### src/hw/rtl/irle_ram.sv
// Generic single-clock RAM: one write port, one read port with registered data.
// No dependencies.
module irle_ram #(
  parameter int WIDTH = 18,
  parameter int DEPTH = 6,
  localparam int AW = (DEPTH > 1) ? $clog2(DEPTH) : 1
) (
  input  logic             clk,
  input  logic             we,
  input  logic [AW-1:0]    waddr,
  input  logic [WIDTH-1:0] wdata,
  input  logic [AW-1:0]    raddr,
  output logic [WIDTH-1:0] rdata
);

  logic [WIDTH-1:0] mem [DEPTH];

  // Write and registered read.
  always_ff @(posedge clk) begin
    if (we) begin
      mem[waddr] <= wdata;
    end
    rdata <= mem[raddr];
  end

endmodule

### config.mk
export PLATFORM = sky130hd
export DESIGN_NAME = irle_ram
export DESIGN_NICKNAME = d
export VERILOG_FILES = /design/src/hw/rtl/irle_ram.sv
export SDC_FILE = /design/constraint.sdc
export NUM_CORES = 1
export LEC_CHECK = 0
export ABC_CLOCK_PERIOD_IN_PS = 6800
export BUFFER_PORTS_ARGS = -buffer_cell sky130_fd_sc_hd__buf_2
export CAP_MARGIN = 20
export CORE_MARGIN = 5
export CORE_UTILIZATION = 40
export CTS_BUF_LIST = sky130_fd_sc_hd__clkbuf_2
export DETAILED_ROUTE_END_ITERATION = 7
export REMOVE_ABC_BUFFERS = 1
export SYNTH_ARGS = -nofsm -noshare
export SYNTH_HDL_FRONTEND = slang
export SYNTH_SLANG_ARGS = --single-unit
### constraint.sdc
create_clock -name clk -period 6.8 [get_ports clk]
set_clock_uncertainty 0.1 [all_clocks]
set_input_delay 0.68 -clock clk [delete_from_list [all_inputs] [get_ports clk]]
set_output_delay 0.68 -clock clk [all_outputs]
set_load 0.01 [all_outputs]
==> reports/results.txt, run 1 <==
Status: complete, no violations
Worst hold path stage count: 1
Mapped Cells: 239
Layout net count: 323
Root Buffer: clkbuf_2
Cell taking the most area after synthesis: edfxtp_1
Maximum VDD drop: 0.114 mV
PortBufs: 43
Total Power: 1.43 mW
Netlist cell types: 17
Max cap viols: 0
Place WS: 4.38 ns
I/O pins: 44
Hold path endpoint: mem[0][15]
PwrDens: 271 nW/um^2
Critical path cell sequence: buf_2
Kind of critical path: register to output pin
Setup Buffers After CTS: 0
Skew-Pair Late Insertion Delay: 0.62 ns
CTS resizes: 0
Total negative slack: 0 ns
Vias/cell: 4.89
Worst path top cell family by delay: flip-flops
Final Critical Period: 1.90 ns
Clk buf depth: 2
Final setup fails: 0
Gpl congestion: 0.662
Via count of the routed design: 2220
Top area cells in the synthesized netlist: edfxtp_1, mux2i_1, dfxtp_1
DR DRC count: 0
Unrepaired setup endpoints after global routing: false
GRT Util Overall: 0.117
Critical path data required time: 6.02 ns
CTS Sinks: 126
First-pass GRT wire length: 12100 um
Worst Setup Start Kind: register
Hold Crit Class: primary input to register
Layout Cells excl Fill: 454
Post-DR wirelength/cell: 17.2 um
Leakage: 1.94 nW
Cts bufs inserted: 17
Pin count of the biggest net entering global routing: 55
Die X-Extent: 118 um
Remaining global-route overflow: 0
Fmax: 0.526 GHz
Worst-path clk slew: 0.19 ns
CTS Hold Bufs: 0
Post-synthesis cell area: 4630 um^2
Mux contribution to synthesized area: 0.117
Seq/Total Area, Yosys: 0.779
Reg2Reg Depth: 3
Worst Max-Slew Pin Slew: 0.941 ns
Max_slew headroom: 0.373
TritonCTS clock tree: built
FP Rows: 39
Post-DP Area: 5040 um^2
Post-synthesis simple-gate area fraction: 0.0143
#FFs+latches synth: 126
Finished Cell Area: 5290 um^2
Synth top area share: 0.701
Initial antenna violation count: 2
Hold wc startpoint: wdata[15]
Iter 0 DRT Violations: 148
Max Transition Viols Final: 0
Inst Count DP: 421
Slack of the critical path: 4.90 ns
Synth Area in Adders: 0
CP max stage cell: dfxtp_1
DIE HEIGHT: 118 um
Layout cell share with drive strength beyond 1: 0.329
Worst reg2reg endpoint: rdata[14]
Arrival time worst endpoint: 1.12 ns
YS warnings: 0
Area growth syn-to-layout: 14.4%
XOR/XNOR share of the synthesized area: 0
Synth Area in Compound Gates: 0.0641
WP buf/inv: 1
Starting Density: 0.407
RR Startpoint: mem[1][14]
Final hold vios: 0
Synthesized area per cell: 19.4 um^2
Critical path endpoint category: output pin
Total wire length: 7810 um
Final Cycle Share: 0.279
CP Max Fanout: 1
DRT Pass-1 Iters: 4
Die area: 13800 um^2
Core ar.: 11400 um^2
CTS H-tree depth: 4
Vias in the first global route: 2262
Antenna Nets Post-Route: 0
Main combinational cell family by area after synthesis: multiplexers
DP HPWL: 4800 um
Flop-to-flop setup slack: 5.81 ns
Crit-path max cell delay: 0.38 ns
## Yosys cell counts
master	count
edfxtp_1	108
mux2i_1	54
a22o_1	18
dfxtp_1	18
a21oi_2	13
a21oi_1	5
buf_6	5
nor2_1	4
nand2b_1	3
buf_12	2
buf_4	2
nor3_1	2
and2b_1	1
buf_1	1
buf_2	1
nand2_1	1
nor2_4	1
## cells by family (layout without fill, tap and decap cells)
logic type,after synthesis,after routing
and+or+nand+nor,12,12
muxes,54,54
other,0,1
AOI/OAI and AO/OA,36,36
buffers and inverters,11,82
DFF,126,126
## worst reg2reg max path, delay by kind of cell, from the launching register on
kind,cells,cell delay [ns]
muxes,1,0.17
AOI/OAI and AO/OA,2,0.20
DFF,1,0.41
## state kept, by name, indices dropped and copies added, names as in the netlist
| signal | cells |
|---|---|
| mem | 108 |
| rdata | 18 |
## worst max path at each step
stage	cells past startpoint	from	end
after floorplan	2	waddr[0]	mem[0][0]
after global placement	3	waddr[0]	mem[4][3]
after detailed placement	4	raddr[2]	rdata[1]
after CTS	1	rdata[4]	rdata[4]
after global routing	1	rdata[9]	rdata[9]
final	1	rdata[11]	rdata[11]
## where the power goes
part	internal, mW	switching (mW)
registers	0.870	0.00739
clock network	0.208	0.256
logic	0.0392	0.0545
## cell type report
type                            instances  area [um^2]
Antenna cell                            1         2.50
Clock buffer                           21          105
Clock inverter                         11          143
Fill cell                             997         6080
Multi-Input combinational cell        102          923
Sequential cell                       126         3600
Tap cell                              143          179
Timing Repair Buffer                   50          335
## cell usage in the layout, fill, tap and decap left out, types with 2 or more instances in the layout
master / synthesis / layout
edfxtp_1: 108 / 108
clkinv_2: 0 / 3
nor3_2: 0 / 2
clkbuf_2: 0 / 21
clkinvlp_4: 0 / 5
buf_4: 2 / 3
a22o_1: 18 / 18
buf_2: 1 / 43
nor2_2: 0 / 4
nand2b_1: 3 / 3
bufinv_16: 0 / 3
a21oi_1: 5 / 5
dfxtp_1: 18 / 18
buf_16: 0 / 3
a21oi_2: 13 / 13
mux2i_1: 54 / 54
## routing by layer
layer,share of wire,global-route usage
met1,0.43,0.133
met2,0.51,0.195
met3,0.044,0.0490
met4,0.013,0.0430
met5,0.00090,0
## stage by stage
step | util | hold slack [ns]
2_1_floorplan | - | 0.406
3_3_place_gp | 0.435 | 0.424
3_5_place_dp | 0.443 | 0.431
4_1_cts | 0.465 | 0.121
5_1_grt | 0.465 | 0.0896
6_report | 0.465 | 0.191
(Power assumes the default switching activity.)
==> run 2: changes to the inputs <==
Settings changed: ABC_CLOCK_PERIOD_IN_PS 6800 to 1580.
Clock period 6.8 ns to 1.58 ns, I/O delays scaled along.
==> run 2 against run 1 <==
  * The run now ends with negative setup slack left
  * Combinational power grew to 5.1 times the previous value
  * Hold slack got worse by 0.015 ns
  * Non-clock buffer count rose by 35
  * Die area is the same
  * Sequential power increased to 4.3 times the previous value
  * Global-route usage increased by 0.95 points
  * Cell count up 7.7%
  * Clock power grew to 4.1 times the previous value
  * Utilization increased by 2.9 points
  * Count of clock-buffer cells in the layout is 4 lower
==> reports/results.txt, run 2 (synthesis gave the netlist of run 1 again) <==
Status: complete, but fails checks
Failing checks: negative setup slack
Cts bufs inserted: 17
Critical path cell sequence: dlygate4sd3_1 -> buf_2 -> and2b_1 -> buf_4 -> a22o_1 -> a21oi_2 -> dlygate4sd3_1
Cell depth of the worst setup path: 7
CTS resizes: 0
CTS Sinks: 126
Number of flip-flops in the largest register: 108
Final hold vios: 0
Reg2Reg Depth: 4
TritonCTS clock tree: built
Worst reg2reg endpoint: rdata[7]
Crit-path max cell delay: 0.56 ns
Slack of the critical path: -0.0236 ns
Pin count of the biggest net entering global routing: 27
Final Cycle Share: 1.01
Setup Buffers After CTS: 0
Antenna Nets Post-Route: 0
CP max stage cell: dlygate4sd3_1
Root Buffer: clkbuf_2
Hold slack: 0.176 ns
Vias in the first global route: 2480
Final setup fails: 20
Critical path endpoint category: register
CP startpoint: raddr[2]
Unrepaired setup endpoints after global routing: false
Post-DR wirelength/cell: 16.4 um
Flop-to-flop setup slack: 0.10 ns
RR Startpoint: mem[3][7]
Gpl congestion: 0.672
WP buf/inv: 4
CP Max Fanout: 18
Fmax: 0.624 GHz
GRT Util Overall: 0.126
DRT Pass-1 Iters: 4
DP HPWL: 4790 um
PwrDens: 1090 nW/um^2
Worst path top cell family by delay: buffers and inverters
Layout Cells excl Fill: 489
Inst Count DP: 428
Critical path data required time: 2.05 ns
Die X-Extent: 118 um
Remaining global-route overflow: 0
DIE HEIGHT: 118 um
Most common cell after layout, fill and taps aside: edfxtp_1
PortBufs: 43
Die area: 13800 um^2
Hold wc startpoint: wdata[9]
I/O pins: 44
Leakage: 2.08 nW
Core ar.: 11400 um^2
Worst-path clk slew: 0.20 ns
FP Rows: 39
Via count of the routed design: 2288
Area growth syn-to-layout: 21.4%
First-pass GRT wire length: 13200 um
Layout net count: 358
Most frequent cells in the layout: edfxtp_1, mux2i_1, buf_2
Clk buf depth: 2
Layout cell share with drive strength beyond 1: 0.307
Total Power: 6.13 mW
Top Registers: mem (108), rdata (18)
Kind of critical path: primary input to register
Starting Density: 0.407
DR DRC count: 0
Vias/cell: 4.68
Total negative slack: -0.225 ns
Iter 0 DRT Violations: 139
Hold Crit Class: primary input to register
Max Transition Viols Final: 0
CTS H-tree depth: 4
Biggest register: mem
Maximum VDD drop: 0.421 mV
Skew-Pair Late Insertion Delay: 0.64 ns
Max_slew headroom: 0.726
Max cap viols: 0
Initial antenna violation count: 1
Final Critical Period: 1.60 ns
CP most frequent cell: dlygate4sd3_1
Worst Setup Start Kind: primary input
Total wire length: 8000 um
Worst Max-Slew Pin Slew: 0.411 ns
Place WS: 0.289 ns
Arrival time worst endpoint: 2.07 ns
CP endpoint: rdata[7]
## run 2: changes by cell type in the layout (fill, tap and decap cells not counted)
cell / change
clkinvlp_4: -1
clkbuf_2: -4
buf_8: -1
buf_12: +6
buf_16: -3
inv_6: +2
clkinv_1: +3
bufinv_16: -1
clkinv_2: -1
buf_4: +5
clkinv_4: +2
dlygate4sd3_1: +28
## run 2: routing by layer
metal | up-vias | global-route usage | part of all wire
li1 | 1129 | - | -
met1 | 1105 | 0.142 | 0.43
met2 | 45 | 0.212 | 0.52
met3 | 9 | 0.0505 | 0.042
met4 | 0 | 0.0530 | 0.014
met5 | - | 0 | 0
## run 2: power by group
| part | internal (mW) | switching (mW) |
|---|---|---|
| Combinational | 0.228 | 0.247 |
| Clock | 0.713 | 1.17 |
| Sequential | 3.74 | 0.0291 |
## run 2: cell type report
cell class	instances	area (um^2)
clock buffers	17	85.1
clock inverters	15	146
flip-flops and latches	126	3600
well taps	143	179
repair buffers	85	676
fillers	946	5750
diodes	1	2.50
multi-input cells	102	923
## run 2: timing repair
item                                    in CTS  in global routing
endpoints found under the hold margin      212                  0
hold buffers                                28                  0
endpoints found under the setup margin       0                  1
## run 2: how the worst min path moves through the flow
stage,endpoint,slack (ns),cells after the start
after floorplan,rdata[10],0.14,1
after detailed placement,mem[4][9],0.31,1
after global placement,mem[0][13],0.30,1
after CTS,mem[0][9],0.09,2
final,mem[0][9],0.18,2
after global routing,mem[1][2],0.08,2
## run 2: through the flow
stage,area (um^2),util
3_5_place_dp,5100,0.449
5_1_grt,5620,0.494
4_1_cts,5610,0.494
3_3_place_gp,5100,0.449
6_report,5620,0.494
2_1_floorplan,4510,-
